[src/rtl/mer_pkg.sv]
// Shared types, codes and constants of the midpoint ellipse rasterizer.
package mer_pkg;

	localparam int PIX_W = 12;

	typedef logic [PIX_W-1:0] pix_t;
	typedef logic [1:0]       quad_t;

	// Quadrant codes, in emission order
	localparam quad_t QUAD_RED    = 2'd0;
	localparam quad_t QUAD_GREEN  = 2'd1;
	localparam quad_t QUAD_BLUE   = 2'd2;
	localparam quad_t QUAD_YELLOW = 2'd3;

	// Item action codes
	localparam logic ACT_START = 1'b0;
	localparam logic ACT_STEP  = 1'b1;

	typedef enum logic [2:0] {
		MUL_RX_RX,
		MUL_RY_RY,
		MUL_RX2_RY,
		MUL_YM_YM,
		MUL_TX_TX,
		MUL_RX2_SQ,
		MUL_RY2_SQ,
		MUL_RX2_RY2
	} mul_sel_t;

	typedef enum logic [2:0] {
		DEC_HOLD,
		DEC_INIT,
		DEC_LOAD_4P,
		DEC_ADD_P,
		DEC_SUB_4P,
		DEC_STEP
	} dec_op_t;

	typedef enum logic [3:0] {
		ST_IDLE,
		ST_SQ_X,
		ST_SQ_Y,
		ST_RX2_RY,
		ST_INIT,
		ST_SW_YM,
		ST_SW_TX,
		ST_SW_RX2,
		ST_SW_RY2,
		ST_SW_RXY,
		ST_SW_DONE,
		ST_R2_ENTER,
		ST_DEC,
		ST_EMIT
	} state_t;

	typedef struct packed {
		mul_sel_t mul_sel;
		dec_op_t  dec_op;
		logic     load_start;
		logic     load_rx2;
		logic     load_ry2;
		logic     load_sq;
		logic     step_terms;
		logic     step_x;
		logic     step_y;
		logic     region_two;
		logic     out_load;
		quad_t    out_quad;
	} mer_cmd_t;

	typedef struct packed {
		logic tx_lt_ty;
		logic dec_neg;
		logic dec_zero;
		logic oy_zero;
	} mer_stat_t;

endpackage

[src/rtl/mer_item_if.sv]
// Input channel: one ellipse command word per handshake.
interface mer_item_if #(parameter int COORD_BITS = 10);
	logic                  valid;
	logic                  ready;
	logic                  action;
	logic [COORD_BITS-1:0] center_x;
	logic [COORD_BITS-1:0] center_y;
	logic [COORD_BITS-1:0] radius_x;
	logic [COORD_BITS-1:0] radius_y;

	modport source (
		output valid, action, center_x, center_y, radius_x, radius_y,
		input  ready
	);
	modport sink (
		input  valid, action, center_x, center_y, radius_x, radius_y,
		output ready
	);
endinterface

[src/rtl/mer_pixel_if.sv]
// Output channel: one plotted pixel word per handshake.
interface mer_pixel_if;
	logic                                 valid;
	logic                                 ready;
	logic signed [mer_pkg::PIX_W-1:0]     pixel_x;
	logic signed [mer_pkg::PIX_W-1:0]     pixel_y;
	mer_pkg::quad_t                       quadrant_color;
	logic                                 last_of_point;
	logic                                 curve_done;

	modport source (
		output valid, pixel_x, pixel_y, quadrant_color, last_of_point, curve_done,
		input  ready
	);
	modport sink (
		input  valid, pixel_x, pixel_y, quadrant_color, last_of_point, curve_done,
		output ready
	);
endinterface

[src/rtl/midpoint_ellipse_rasterizer.sv]
// Top level of the midpoint ellipse rasterizer: controller plus datapath.
// Sequence: a start word passes SQ_X, SQ_Y, RX2_RY and INIT before its first pixel word;
// a region-one step passes DEC; the crossing into region two runs the five-multiply setup.
// Throughput: one item at a time; four pixel words per point at one a cycle while the sink
// is ready, the next item taken the cycle after the fourth word leaves.
// Reset: arst_n clears the state machine, busy and region flags; held terms are loaded on start.
module midpoint_ellipse_rasterizer #(
	parameter int COORD_BITS = 10
) (
	input logic        clk,
	input logic        arst_n,
	mer_item_if.sink   item,
	mer_pixel_if.source pixel
);

	mer_pkg::mer_cmd_t  cmd;
	mer_pkg::mer_stat_t stat;

	// Controller: sequences setup multiplies, decision updates and the four
	// quadrant words of each point; owns both handshakes.
	mer_ctrl u_ctrl (
		.clk         (clk),
		.arst_n      (arst_n),
		.item_valid  (item.valid),
		.item_ready  (item.ready),
		.item_action (item.action),
		.pixel_valid (pixel.valid),
		.pixel_ready (pixel.ready),
		.cmd         (cmd),
		.stat        (stat)
	);

	// Datapath: holds the center, squared radii, offsets, step terms and the
	// decision value (four times the textbook value, exact integer); drives
	// the registered pixel word.
	mer_datapath #(
		.COORD_BITS (COORD_BITS)
	) u_datapath (
		.clk            (clk),
		.cmd            (cmd),
		.stat           (stat),
		.center_x       (item.center_x),
		.center_y       (item.center_y),
		.radius_x       (item.radius_x),
		.radius_y       (item.radius_y),
		.pixel_x        (pixel.pixel_x),
		.pixel_y        (pixel.pixel_y),
		.quadrant_color (pixel.quadrant_color),
		.last_of_point  (pixel.last_of_point),
		.curve_done     (pixel.curve_done)
	);

endmodule

[src/rtl/mer_ctrl.sv]
// Controller state machine of the midpoint ellipse rasterizer.
module mer_ctrl (
	input  logic               clk,
	input  logic               arst_n,
	input  logic               item_valid,
	output logic               item_ready,
	input  logic               item_action,
	output logic               pixel_valid,
	input  logic               pixel_ready,
	output mer_pkg::mer_cmd_t  cmd,
	input  mer_pkg::mer_stat_t stat
);

	mer_pkg::state_t state_q, state_d;
	logic            busy_q;
	logic            r2_q;
	mer_pkg::quad_t  quad_q;

	logic busy_set, busy_clr, r2_set, r2_clr, quad_clr, quad_inc;
	logic item_acc;

	assign item_acc = item_valid & item_ready;

	always_ff @(posedge clk or negedge arst_n) begin
		if (!arst_n) begin
			state_q <= mer_pkg::ST_IDLE;
			busy_q  <= 1'b0;
			r2_q    <= 1'b0;
			quad_q  <= mer_pkg::QUAD_RED;
		end else begin
			state_q <= state_d;
			if (busy_set)
				busy_q <= 1'b1;
			else if (busy_clr)
				busy_q <= 1'b0;
			if (r2_set)
				r2_q <= 1'b1;
			else if (r2_clr)
				r2_q <= 1'b0;
			if (quad_clr)
				quad_q <= mer_pkg::QUAD_RED;
			else if (quad_inc)
				quad_q <= quad_q + 2'd1;
		end
	end

	// Next state
	always_comb begin
		state_d = state_q;
		case (state_q)
			mer_pkg::ST_IDLE: begin
				if (item_acc) begin
					if (item_action == mer_pkg::ACT_START)
						state_d = mer_pkg::ST_SQ_X;
					else if (busy_q && !r2_q && stat.tx_lt_ty)
						state_d = mer_pkg::ST_DEC;
					else if (busy_q && !r2_q)
						state_d = mer_pkg::ST_SW_YM;
					else if (busy_q && !stat.oy_zero)
						state_d = mer_pkg::ST_DEC;
				end
			end
			mer_pkg::ST_SQ_X:    state_d = mer_pkg::ST_SQ_Y;
			mer_pkg::ST_SQ_Y:    state_d = mer_pkg::ST_RX2_RY;
			mer_pkg::ST_RX2_RY:  state_d = mer_pkg::ST_INIT;
			mer_pkg::ST_INIT:    state_d = mer_pkg::ST_EMIT;
			mer_pkg::ST_SW_YM:   state_d = mer_pkg::ST_SW_TX;
			mer_pkg::ST_SW_TX:   state_d = mer_pkg::ST_SW_RX2;
			mer_pkg::ST_SW_RX2:  state_d = mer_pkg::ST_SW_RY2;
			mer_pkg::ST_SW_RY2:  state_d = mer_pkg::ST_SW_RXY;
			mer_pkg::ST_SW_RXY:  state_d = mer_pkg::ST_SW_DONE;
			mer_pkg::ST_SW_DONE: state_d = mer_pkg::ST_R2_ENTER;
			mer_pkg::ST_R2_ENTER: begin
				if (stat.oy_zero)
					state_d = mer_pkg::ST_IDLE;
				else
					state_d = mer_pkg::ST_DEC;
			end
			mer_pkg::ST_DEC:     state_d = mer_pkg::ST_EMIT;
			mer_pkg::ST_EMIT: begin
				if (pixel_ready && quad_q == mer_pkg::QUAD_YELLOW)
					state_d = mer_pkg::ST_IDLE;
			end
			default:             state_d = mer_pkg::ST_IDLE;
		endcase
	end

	// Outputs
	always_comb begin
		cmd            = '0;
		cmd.mul_sel    = mer_pkg::MUL_RX_RX;
		cmd.dec_op     = mer_pkg::DEC_HOLD;
		cmd.out_quad   = mer_pkg::QUAD_RED;
		cmd.region_two = r2_q;
		item_ready     = 1'b0;
		pixel_valid    = 1'b0;
		busy_set       = 1'b0;
		busy_clr       = 1'b0;
		r2_set         = 1'b0;
		r2_clr         = 1'b0;
		quad_clr       = 1'b0;
		quad_inc       = 1'b0;
		case (state_q)
			mer_pkg::ST_IDLE: begin
				item_ready = 1'b1;
				if (item_valid) begin
					if (item_action == mer_pkg::ACT_START) begin
						cmd.load_start = 1'b1;
						busy_set       = 1'b1;
						r2_clr         = 1'b1;
					end else if (busy_q && !r2_q && stat.tx_lt_ty) begin
						// region one: x always advances, y on a nonnegative decision
						cmd.step_terms = 1'b1;
						cmd.step_x     = 1'b1;
						cmd.step_y     = !stat.dec_neg;
					end else if (busy_q && r2_q) begin
						if (stat.oy_zero) begin
							busy_clr = 1'b1;
						end else begin
							cmd.step_terms = 1'b1;
							cmd.step_x     = stat.dec_neg | stat.dec_zero;
							cmd.step_y     = 1'b1;
						end
					end
				end
			end
			mer_pkg::ST_SQ_X: begin
				cmd.mul_sel = mer_pkg::MUL_RX_RX;
			end
			mer_pkg::ST_SQ_Y: begin
				cmd.load_rx2 = 1'b1;
				cmd.mul_sel  = mer_pkg::MUL_RY_RY;
			end
			mer_pkg::ST_RX2_RY: begin
				cmd.load_ry2 = 1'b1;
				cmd.mul_sel  = mer_pkg::MUL_RX2_RY;
			end
			mer_pkg::ST_INIT: begin
				cmd.dec_op   = mer_pkg::DEC_INIT;
				cmd.out_load = 1'b1;
				quad_clr     = 1'b1;
			end
			mer_pkg::ST_SW_YM: begin
				cmd.mul_sel = mer_pkg::MUL_YM_YM;
			end
			mer_pkg::ST_SW_TX: begin
				cmd.load_sq = 1'b1;
				cmd.mul_sel = mer_pkg::MUL_TX_TX;
			end
			mer_pkg::ST_SW_RX2: begin
				cmd.load_sq = 1'b1;
				cmd.mul_sel = mer_pkg::MUL_RX2_SQ;
			end
			mer_pkg::ST_SW_RY2: begin
				cmd.dec_op  = mer_pkg::DEC_LOAD_4P;
				cmd.mul_sel = mer_pkg::MUL_RY2_SQ;
			end
			mer_pkg::ST_SW_RXY: begin
				cmd.dec_op  = mer_pkg::DEC_ADD_P;
				cmd.mul_sel = mer_pkg::MUL_RX2_RY2;
			end
			mer_pkg::ST_SW_DONE: begin
				cmd.dec_op = mer_pkg::DEC_SUB_4P;
				r2_set     = 1'b1;
			end
			mer_pkg::ST_R2_ENTER: begin
				if (stat.oy_zero) begin
					busy_clr = 1'b1;
				end else begin
					cmd.step_terms = 1'b1;
					cmd.step_x     = stat.dec_neg | stat.dec_zero;
					cmd.step_y     = 1'b1;
				end
			end
			mer_pkg::ST_DEC: begin
				cmd.dec_op   = mer_pkg::DEC_STEP;
				cmd.out_load = 1'b1;
				quad_clr     = 1'b1;
			end
			mer_pkg::ST_EMIT: begin
				pixel_valid = 1'b1;
				if (pixel_ready) begin
					if (quad_q == mer_pkg::QUAD_YELLOW) begin
						if (stat.oy_zero)
							busy_clr = 1'b1;
					end else begin
						cmd.out_load = 1'b1;
						cmd.out_quad = quad_q + 2'd1;
						quad_inc     = 1'b1;
					end
				end
			end
			default: begin
				cmd.dec_op = mer_pkg::DEC_HOLD;
			end
		endcase
	end

endmodule

[src/rtl/mer_datapath.sv]
// Datapath: held ellipse terms, shared multiplier, decision value and pixel register.
module mer_datapath #(
	parameter int COORD_BITS = 10
) (
	input  logic                             clk,
	input  mer_pkg::mer_cmd_t                cmd,
	output mer_pkg::mer_stat_t               stat,
	input  logic [COORD_BITS-1:0]            center_x,
	input  logic [COORD_BITS-1:0]            center_y,
	input  logic [COORD_BITS-1:0]            radius_x,
	input  logic [COORD_BITS-1:0]            radius_y,
	output logic signed [mer_pkg::PIX_W-1:0] pixel_x,
	output logic signed [mer_pkg::PIX_W-1:0] pixel_y,
	output mer_pkg::quad_t                   quadrant_color,
	output logic                             last_of_point,
	output logic                             curve_done
);

	localparam int CW  = COORD_BITS;
	localparam int OXW = CW + 1;
	localparam int TXW = CW + 2;
	localparam int AW  = 2 * CW;
	localparam int BW  = 2 * CW + 4;
	localparam int PW  = AW + BW;
	localparam int SW  = 3 * CW + 3;
	localparam int DW  = (4 * CW + 6 > 64) ? 64 : 4 * CW + 6;

	logic [CW-1:0]  cx_q, cy_q, rx_q, oy_q;
	logic [OXW-1:0] ox_q;
	logic [AW-1:0]  rx2_q, ry2_q;
	logic [BW-1:0]  sq_q;
	logic [PW-1:0]  p_q;
	logic [SW-1:0]  tx_q, ty_q;
	logic [DW-1:0]  dec_q;
	logic           step_x_q, step_y_q;

	logic [TXW-1:0] txv;
	logic [CW-1:0]  ymv;
	logic [AW-1:0]  mul_a;
	logic [BW-1:0]  mul_b;
	logic [DW-1:0]  p_d, rx2_d, ry2_d, tx_d, ty_d, rr_d, add_tx, sub_ty;
	mer_pkg::pix_t  xp, xm, yp, ym;

	assign stat.tx_lt_ty = tx_q < ty_q;
	assign stat.dec_neg  = dec_q[DW-1];
	assign stat.dec_zero = dec_q == '0;
	assign stat.oy_zero  = oy_q == '0;

	// (2x+1) and |y-1| for the region-two setup
	assign txv = {ox_q, 1'b1};
	assign ymv = stat.oy_zero ? CW'(1) : oy_q - CW'(1);

	always_comb begin
		case (cmd.mul_sel)
			mer_pkg::MUL_RX_RX: begin
				mul_a = AW'(rx_q);
				mul_b = BW'(rx_q);
			end
			mer_pkg::MUL_RY_RY: begin
				mul_a = AW'(oy_q);
				mul_b = BW'(oy_q);
			end
			mer_pkg::MUL_RX2_RY: begin
				mul_a = rx2_q;
				mul_b = BW'(oy_q);
			end
			mer_pkg::MUL_YM_YM: begin
				mul_a = AW'(ymv);
				mul_b = BW'(ymv);
			end
			mer_pkg::MUL_TX_TX: begin
				mul_a = AW'(txv);
				mul_b = BW'(txv);
			end
			mer_pkg::MUL_RX2_SQ: begin
				mul_a = rx2_q;
				mul_b = sq_q;
			end
			mer_pkg::MUL_RY2_SQ: begin
				mul_a = ry2_q;
				mul_b = sq_q;
			end
			mer_pkg::MUL_RX2_RY2: begin
				mul_a = rx2_q;
				mul_b = BW'(ry2_q);
			end
			default: begin
				mul_a = '0;
				mul_b = '0;
			end
		endcase
	end

	assign p_d    = DW'(p_q);
	assign rx2_d  = DW'(rx2_q);
	assign ry2_d  = DW'(ry2_q);
	assign tx_d   = DW'(tx_q);
	assign ty_d   = DW'(ty_q);
	assign rr_d   = cmd.region_two ? rx2_d : ry2_d;
	assign add_tx = step_x_q ? (tx_d << 2) : '0;
	assign sub_ty = step_y_q ? (ty_d << 2) : '0;

	always_ff @(posedge clk) begin
		p_q <= PW'(mul_a) * PW'(mul_b);

		if (cmd.load_start) begin
			cx_q <= center_x;
			cy_q <= center_y;
			rx_q <= radius_x;
			ox_q <= '0;
			oy_q <= radius_y;
			tx_q <= '0;
		end
		if (cmd.load_rx2)
			rx2_q <= AW'(p_q);
		if (cmd.load_ry2)
			ry2_q <= AW'(p_q);
		if (cmd.load_sq)
			sq_q <= BW'(p_q);

		if (cmd.step_terms) begin
			step_x_q <= cmd.step_x;
			step_y_q <= cmd.step_y;
			if (cmd.step_x) begin
				ox_q <= ox_q + OXW'(1);
				tx_q <= tx_q + SW'({ry2_q, 1'b0});
			end
			if (cmd.step_y) begin
				oy_q <= oy_q - CW'(1);
				ty_q <= ty_q - SW'({rx2_q, 1'b0});
			end
		end

		case (cmd.dec_op)
			mer_pkg::DEC_INIT: begin
				ty_q  <= SW'({p_q, 1'b0});
				dec_q <= (ry2_d << 2) - (p_d << 2) + rx2_d;
			end
			mer_pkg::DEC_LOAD_4P: dec_q <= p_d << 2;
			mer_pkg::DEC_ADD_P:   dec_q <= dec_q + p_d;
			mer_pkg::DEC_SUB_4P:  dec_q <= dec_q - (p_d << 2);
			mer_pkg::DEC_STEP:    dec_q <= dec_q + (rr_d << 2) + add_tx - sub_ty;
			default:              dec_q <= dec_q;
		endcase
	end

	// Symmetric coordinates, wrapped to the pixel field
	assign xp = mer_pkg::pix_t'(cx_q) + mer_pkg::pix_t'(ox_q);
	assign xm = mer_pkg::pix_t'(cx_q) - mer_pkg::pix_t'(ox_q);
	assign yp = mer_pkg::pix_t'(cy_q) + mer_pkg::pix_t'(oy_q);
	assign ym = mer_pkg::pix_t'(cy_q) - mer_pkg::pix_t'(oy_q);

	always_ff @(posedge clk) begin
		if (cmd.out_load) begin
			case (cmd.out_quad)
				mer_pkg::QUAD_RED: begin
					pixel_x <= xp;
					pixel_y <= yp;
				end
				mer_pkg::QUAD_GREEN: begin
					pixel_x <= xm;
					pixel_y <= yp;
				end
				mer_pkg::QUAD_BLUE: begin
					pixel_x <= xp;
					pixel_y <= ym;
				end
				default: begin
					pixel_x <= xm;
					pixel_y <= ym;
				end
			endcase
			quadrant_color <= cmd.out_quad;
			last_of_point  <= cmd.out_quad == mer_pkg::QUAD_YELLOW;
			curve_done     <= stat.oy_zero;
		end
	end

endmodule
[src/flat_wrapper.sv]
// flat-port wrapper written by rule: the top's interface ports become plain ports
module midpoint_ellipse_rasterizer_flat 
#(
	parameter int COORD_BITS = 10
)
  (clk, arst_n, item_valid, item_action, item_center_x, item_center_y, item_radius_x, item_radius_y, item_ready, pixel_valid, pixel_pixel_x, pixel_pixel_y, pixel_quadrant_color, pixel_last_of_point, pixel_curve_done, pixel_ready);
  mer_item_if #(.COORD_BITS(COORD_BITS)) item_i ();
  mer_pixel_if pixel_i ();
  input logic clk;
  input logic arst_n;
  input wire logic [$bits(item_i.valid)-1:0] item_valid;
  input wire logic [$bits(item_i.action)-1:0] item_action;
  input wire logic [$bits(item_i.center_x)-1:0] item_center_x;
  input wire logic [$bits(item_i.center_y)-1:0] item_center_y;
  input wire logic [$bits(item_i.radius_x)-1:0] item_radius_x;
  input wire logic [$bits(item_i.radius_y)-1:0] item_radius_y;
  output wire logic [$bits(item_i.ready)-1:0] item_ready;
  output wire logic [$bits(pixel_i.valid)-1:0] pixel_valid;
  output wire logic [$bits(pixel_i.pixel_x)-1:0] pixel_pixel_x;
  output wire logic [$bits(pixel_i.pixel_y)-1:0] pixel_pixel_y;
  output wire logic [$bits(pixel_i.quadrant_color)-1:0] pixel_quadrant_color;
  output wire logic [$bits(pixel_i.last_of_point)-1:0] pixel_last_of_point;
  output wire logic [$bits(pixel_i.curve_done)-1:0] pixel_curve_done;
  input wire logic [$bits(pixel_i.ready)-1:0] pixel_ready;
  assign item_i.valid = item_valid;
  assign item_i.action = item_action;
  assign item_i.center_x = item_center_x;
  assign item_i.center_y = item_center_y;
  assign item_i.radius_x = item_radius_x;
  assign item_i.radius_y = item_radius_y;
  assign item_ready = item_i.ready;
  assign pixel_valid = pixel_i.valid;
  assign pixel_pixel_x = pixel_i.pixel_x;
  assign pixel_pixel_y = pixel_i.pixel_y;
  assign pixel_quadrant_color = pixel_i.quadrant_color;
  assign pixel_last_of_point = pixel_i.last_of_point;
  assign pixel_curve_done = pixel_i.curve_done;
  assign pixel_i.ready = pixel_ready;
  midpoint_ellipse_rasterizer #(.COORD_BITS(COORD_BITS)) u_core (.clk(clk), .arst_n(arst_n), .item(item_i), .pixel(pixel_i));
endmodule
[config.mk]
export PLATFORM = sky130hd
export DESIGN_NAME = midpoint_ellipse_rasterizer_flat
export DESIGN_NICKNAME = d
export VERILOG_FILES = /design/src/rtl/mer_pkg.sv /design/src/rtl/mer_item_if.sv /design/src/rtl/mer_pixel_if.sv /design/src/rtl/midpoint_ellipse_rasterizer.sv /design/src/rtl/mer_ctrl.sv /design/src/rtl/mer_datapath.sv /design/src/flat_wrapper.sv
export SDC_FILE = /design/constraint.sdc
export NUM_CORES = 2
export LEC_CHECK = 0
export BUFFER_PORTS_ARGS = -buffer_cell sky130_fd_sc_hd__buf_2
export CAP_MARGIN = 20
export CORE_UTILIZATION = 40
export CTS_BUF_LIST = sky130_fd_sc_hd__clkbuf_4 sky130_fd_sc_hd__clkbuf_8
export CTS_CLUSTER_DIAMETER = 200
export DETAILED_ROUTE_END_ITERATION = 8
export GPL_TIMING_DRIVEN = 0
export PLACE_DENSITY_LB_ADDON = 0.25
export SLEW_MARGIN = 40
export SYNTH_ARGS = -nofsm -noshare
export SYNTH_HDL_FRONTEND = slang
export SYNTH_SLANG_ARGS = --single-unit
[constraint.sdc]
create_clock -name clk -period 8.6 [get_ports clk]
set_input_delay 1.72 -clock clk [delete_from_list [all_inputs] [get_ports clk]]
set_output_delay 1.72 -clock clk [all_outputs]
set_load 0.02 [all_outputs]
Word level (Yosys, flattened, before mapping)
Index checks and enable logic that the tools add are counted.
{"block": "classes", "n_addsub": 16, "mul": 1, "div_mod_pow": 0, "order_cmp": 1, "eq_ne": 32, "n_shift": 0, "muxes": 68, "bitwise_logic": 2, "reduce_logical": 29}
{"operator": "46-bit case mux with 5 select lines", "n": 1}
{"operator": "33-bit 2-to-1 mux", "n": 6}
{"operator": "24-bit case mux with 6 select lines", "n": 1}
{"operator": "20-bit case mux with 6 select lines", "n": 1}
{"operator": "35-bit 2-to-1 mux", "n": 2}
{"operator": "4-bit case mux with 13 select lines", "n": 1}
{"operator": "46-bit by 20-bit adder with 46-bit output", "n": 1}
{"operator": "46-bit by 22-bit adder with 46-bit output", "n": 1}
{"operator": "46-bit by 35-bit adder with 46-bit output", "n": 1}
{"operator": "46-bit by 44-bit adder with 46-bit output", "n": 1}
{"operator": "46-bit zero test", "n": 1}
{"operator": "22-bit by 46-bit subtractor with 46-bit output", "n": 1}
{"operator": "46-bit by 35-bit subtractor with 46-bit output", "n": 1}
{"operator": "46-bit subtractor", "n": 1}
{"operator": "20-bit by 24-bit multiplier with 44-bit output", "n": 1}
{"operator": "10-bit 2-to-1 mux", "n": 4}
{"operator": "33-bit by 21-bit adder with 33-bit output", "n": 1}
{"operator": "33-bit < comparator", "n": 1}
{"operator": "11-bit 2-to-1 mux", "n": 3}
{"operator": "33-bit by 21-bit subtractor with 33-bit output", "n": 1}
{"operator": "4-bit 2-to-1 mux", "n": 7}
{"operator": "4-bit equality test (second input constant)", "n": 6}
{"operator": "1-bit 2-to-1 mux", "n": 24}
{"operator": "12-bit 2-to-1 mux", "n": 2}
{"operator": "other kinds (39)", "n": 79}
{"block": "totals", "regBits": 309, "latchBits": 0, "ramBits": 0, "romBits": 0, "inputBits": 45, "word_cells": 173, "mem_count": 0}

Longest topological paths before layout
{"block": "logic_depth", "depth_word": 11, "ltp_mapped": 38, "mapped_depth_nobuf": 37}

Cells and area by module
From an unflattened synthesis, not the netlist that was laid out.
{"block": "unflattened", "cells_unflattened": 5324, "hier_area_um2": 45000.7}
{"mod": "mer_datapath", "instances": 1, "cells_each": 5230, "area_per_inst_um2": 44276.2}
{"mod": "mer_ctrl", "instances": 1, "cells_each": 94, "area_per_inst_um2": 724.4}

Worst setup path after synthesis
No wires, ideal clock.
{"block": "synth_timing", "path_type": "reg-to-reg", "startpoint": "register u_core.u_ctrl.state_q[1]", "endpoint": "register u_core.u_datapath.p_q[42]", "setup_time_ns": 0.127, "arrival_ns": 9.344, "path_slack_ns": -0.871, "path_stages_with_launch": 30, "synth_period_minus_slack_ns": 9.471, "cell_sequence": "dfrtp_1 clkbuf_1 nand2b_1 nor3_1 a22oi_1 a31oi_1 clkbuf_1 nand2_1 fa_1 fa_1 fa_1 inv_1 fa_1 fa_1 fa_1 inv_1 fa_1 inv_1 ha_1 a21oi_1 o21bai_1 a2111oi_0 o31ai_1 o211ai_1 a311oi_1 o21a_1 o21a_1 nor2_1 o21ai_0 xor2_1"}
{"block": "synth_via", "elab_chain_len": 6, "word_cells_on_any_way": 22, "cone_classes": "1 x mul; 14 x eq/ne; 3 x mux; 4 x reduce/logical"}
{"item": "start: declaration", "line": "mer_ctrl.sv:14", "source": "mer_pkg::state_t state_q, state_d;"}
{"item": "start signal: assignment", "line": "mer_ctrl.sv:26", "source": "state_q <= mer_pkg::ST_IDLE;"}
{"item": "start signal: assignment", "line": "mer_ctrl.sv:31", "source": "state_q <= state_d;"}
{"item": "4-bit equality test (tied with other cells)", "line": "mer_ctrl.sv:103", "source": "case (state_q)"}
{"item": "3-bit case mux with 7 select lines *", "line": "mer_ctrl.sv:103"}
{"item": "3-bit equality test (tied with other cells)", "line": "mer_datapath.sv:54", "source": "case (cmd.mul_sel)"}
{"item": "3-bit OR reduction (no line) or 2-bit OR reduction (tied branches)"}
{"item": "20-bit case mux with 6 select lines or 24-bit case mux with 6 select lines (tied branches)", "line": "mer_datapath.sv:54"}
{"item": "20-bit by 24-bit multiplier with 44-bit output *", "line": "mer_datapath.sv:104", "source": "p_q <= PW'(mul_a) * PW'(mul_b);"}
{"item": "end signal: assignment", "line": "mer_datapath.sv:104"}
{"item": "end: declaration", "line": "mer_datapath.sv:32", "source": "logic [PW-1:0] p_q;"}
Every way passes the cells marked *; elsewhere a longest branch is shown, timed or not.
A chain may end at the register's enable or synchronous reset.

Final worst setup path
{"block": "layout_timing", "startpoint": "register u_core.u_ctrl.state_q[0]", "endpoint": "register u_core.u_datapath.p_q[40]"}
The elaborated chain is that of the path after synthesis.

==> impl_metrics.tcl <==
set metrics [dict create \
    status "complete, but fails checks" \
    violations "negative setup slack" \
    synth_edf_count 203 \
    htreeDepth 2 \
    ctsHoldBuffers 0 \
    start_util 0.404 \
    slew_viol_final 0 \
    crit_fanout 10 \
    slowest_stage "o21ai_0" \
    drt_first_pass_iters 8 \
    place_congestion 0.996 \
    rsz0062_at_grt "true" \
    ys.warnings.count 0 \
    drive_gt1_frac 0.119 \
    cts.clk_slew.worst_paths_ns 0.07 \
    timing.final.crit_share 1.00 \
    drc 0 \
    chipWidth_um 331 \
    antenna_found_initial 3 \
    cts_max_path_buffers 3 \
    num_vias 38526 \
    slew_headroom 0.344 \
    clock_latency_ns 0.77 \
    grt_pass1_vias 37199 \
    fin_util 0.463 \
    numCtsBuffers 60 \
    die_y_um 331 \
    worst_slack_ns -0.0399 \
    critPathLaunchType "register" \
    finClkSkew_ns 0.0891 \
    yosysSeqAreaShare 0.190 \
    grt_first_pass_wirelength_mm 234 \
    worstMarginPinSlew_ns 0.984 \
    final_hold_viol_count 0 \
    synthTopCellsByArea "fa_1 22%, edfxtp_1 14%, ha_1 13%" \
    final_nets 6226 \
    clock.fmax_ghz 0.116 \
    clk_root_buffer_cell "clkbuf_8" \
    hold_path_class "register to register" \
    grt_max_degree 33 \
    drt_iter0_markers 3796 \
    syn-num-nets 5960 \
    crit_type "register to register" \
    synthArstFlopShare 0.0260 \
    syn-cell-area_um2 43300 \
    synth_top_area_frac 0.217 \
    layout_common_cells "757 x inv_1, 553 x nand2_1, 466 x fa_1" \
    ys.flop_type "edfxtp_1" \
    routed_wirelength_mm 159 \
    syn_inst 5003 \
    crit_path_max_incr_delay_ns 0.62 \
    wire_per_inst_um 23.6 \
    core_area_um2 107000 \
    rows 120 \
    finalSetupViolCount 1 \
    cts_sinks 308 \
    synth_cell_types 96 \
    synth_top_area_cell "fa_1" \
    antenna_left 0 \
    grtUsageTotal 0.286 \
    period_needed_ns 8.64 \
    syn_avg_cell_area_um2 8.66 \
    port_buffers 74 \
    dieArea_um2 110000 \
    maxCapViolations 0 \
    path_common_cell "fa_1" \
    cp.arrival_ns 9.26 \
    layout_commonest_cell "inv_1" \
    synth-seq-cells 308 \
    worstPathRequired_ns 9.22 \
    syn2layout_area_growth_pct 14.6 \
    dpl.hpwl_mm 128 \
    vias_per_cell 5.73 \
    overflow 0 \
    io_pins 75 \
    cts_tree "done" \
    crit_path_end_kind "register" \
]
logic make-up after synthesis:
| kind of cell | synth area share |
|---|---|
| compound gates | 0.174 |
| xor+xnor | 0.0534 |
| fa+ha+maj | 0.345 |
| buf+inv | 0.0847 |
| flops | 0.190 |
| mux | 0.00942 |
| simple gates | 0.144 |
path summary, 6_finish.rpt:
path | startpoint | end | cells past startpoint | slack, ns
min in group asynchronous | arst_n | u_core.u_ctrl.r2_q | 1 | 0.80
max in group asynchronous | arst_n | u_core.u_ctrl.state_q[0] | 1 | 7.59
hold / removal | u_core.u_datapath.tx_q[26] | u_core.u_datapath.tx_q[26] | 1 | 0.51
hold reg to reg | u_core.u_datapath.tx_q[26] | u_core.u_datapath.tx_q[26] | 1 | 0.51
setup / recovery | u_core.u_ctrl.state_q[0] | u_core.u_datapath.p_q[40] | 29 | -0.04
setup reg to reg | u_core.u_ctrl.state_q[0] | u_core.u_datapath.p_q[40] | 29 | -0.04
stage by stage:
step	hold WS [ns]	setup WS, ns	instance area, um^2	std cells	setup TNS [ns]
floorplan	0.435	0.00832	43300	5003	0
global placement	0.490	-2.48	45500	6480	-55.04
detailed placement	0.495	-2.29	45900	6502	-50.40
CTS	0.509	-0.00790	48600	6649	-0.00790
global route	0.551	-0.248	49600	6725	-0.986
finish	0.511	-0.0399	49600	6725	-0.0399
area by class of cell:
type / count / area, um^2
well taps: 1403 / 1760
multi-input cells: 3728 / 32500
repair buffers: 213 / 1630
flip-flops and latches: 308 / 8250
plain buffers: 182 / 1120
clock inverters: 41 / 460
clock buffers: 72 / 947
inverters: 776 / 2930
fillers: 10400 / 57600
diodes: 2 / 5.00
flip-flops by register name, summed over array words and instances (netlist names), 11 cells and up:
register and cells:
u_core.u_datapath.tx_q 33, u_core.u_datapath.ty_q 32, u_core.u_datapath.sq_q 24, u_core.u_datapath.p_q 44, u_core.u_datapath.ry2_q 20, u_core.u_datapath.ox_q 11, u_core.u_datapath.dec_q 46, u_core.u_datapath.rx2_q 20
u_core.u_datapath.pixel_x 12, u_core.u_datapath.pixel_y 12
synthesized netlist by cell type, types with 42 or more instances:
cell / instances
xnor2_1: 171
a21oi_1: 287
a21o_1: 143
edfxtp_1: 203
nand2_1: 560
o21ai_0: 200
nand4_1: 59
nand2b_1: 42
nor2_1: 392
nor3_1: 55
clkbuf_1: 161
and2_1: 68
inv_1: 773
fa_1: 470
dfxtp_1: 97
ha_1: 442
nand3_1: 80
o21bai_1: 47
xor2_1: 91
critical path, delay by kind of cell (launching register included):
kind	cells	cell delay, ns
fa+ha+maj	8	3.99
xor+xnor	1	0.11
compound gates	7	1.66
simple gates	7	0.92
flops	1	0.49
buf+inv	6	1.31
timing repair:
action | 4_1_cts | 5_1_grt
setup endpoints to repair | 34 | 17
buffers inserted | 43 | 72
pin swaps | 38 | 83
gates cloned | 1 | 3
hold endpoints to repair | 0 | 0
gates resized for setup | 266 | 110
layer usage:
layer | share of wire | wire length [um] | track usage
met2 | 0.46 | 73100 | 0.465
met1 | 0.41 | 64600 | 0.375
met5 | 0.000069 | 11 | 0
met3 | 0.080 | 12700 | 0.0421
met4 | 0.051 | 8170 | 0.134
Power is not shown: default switching activity piles up to over one toggle a cycle in this logic, so the estimate is an artifact.
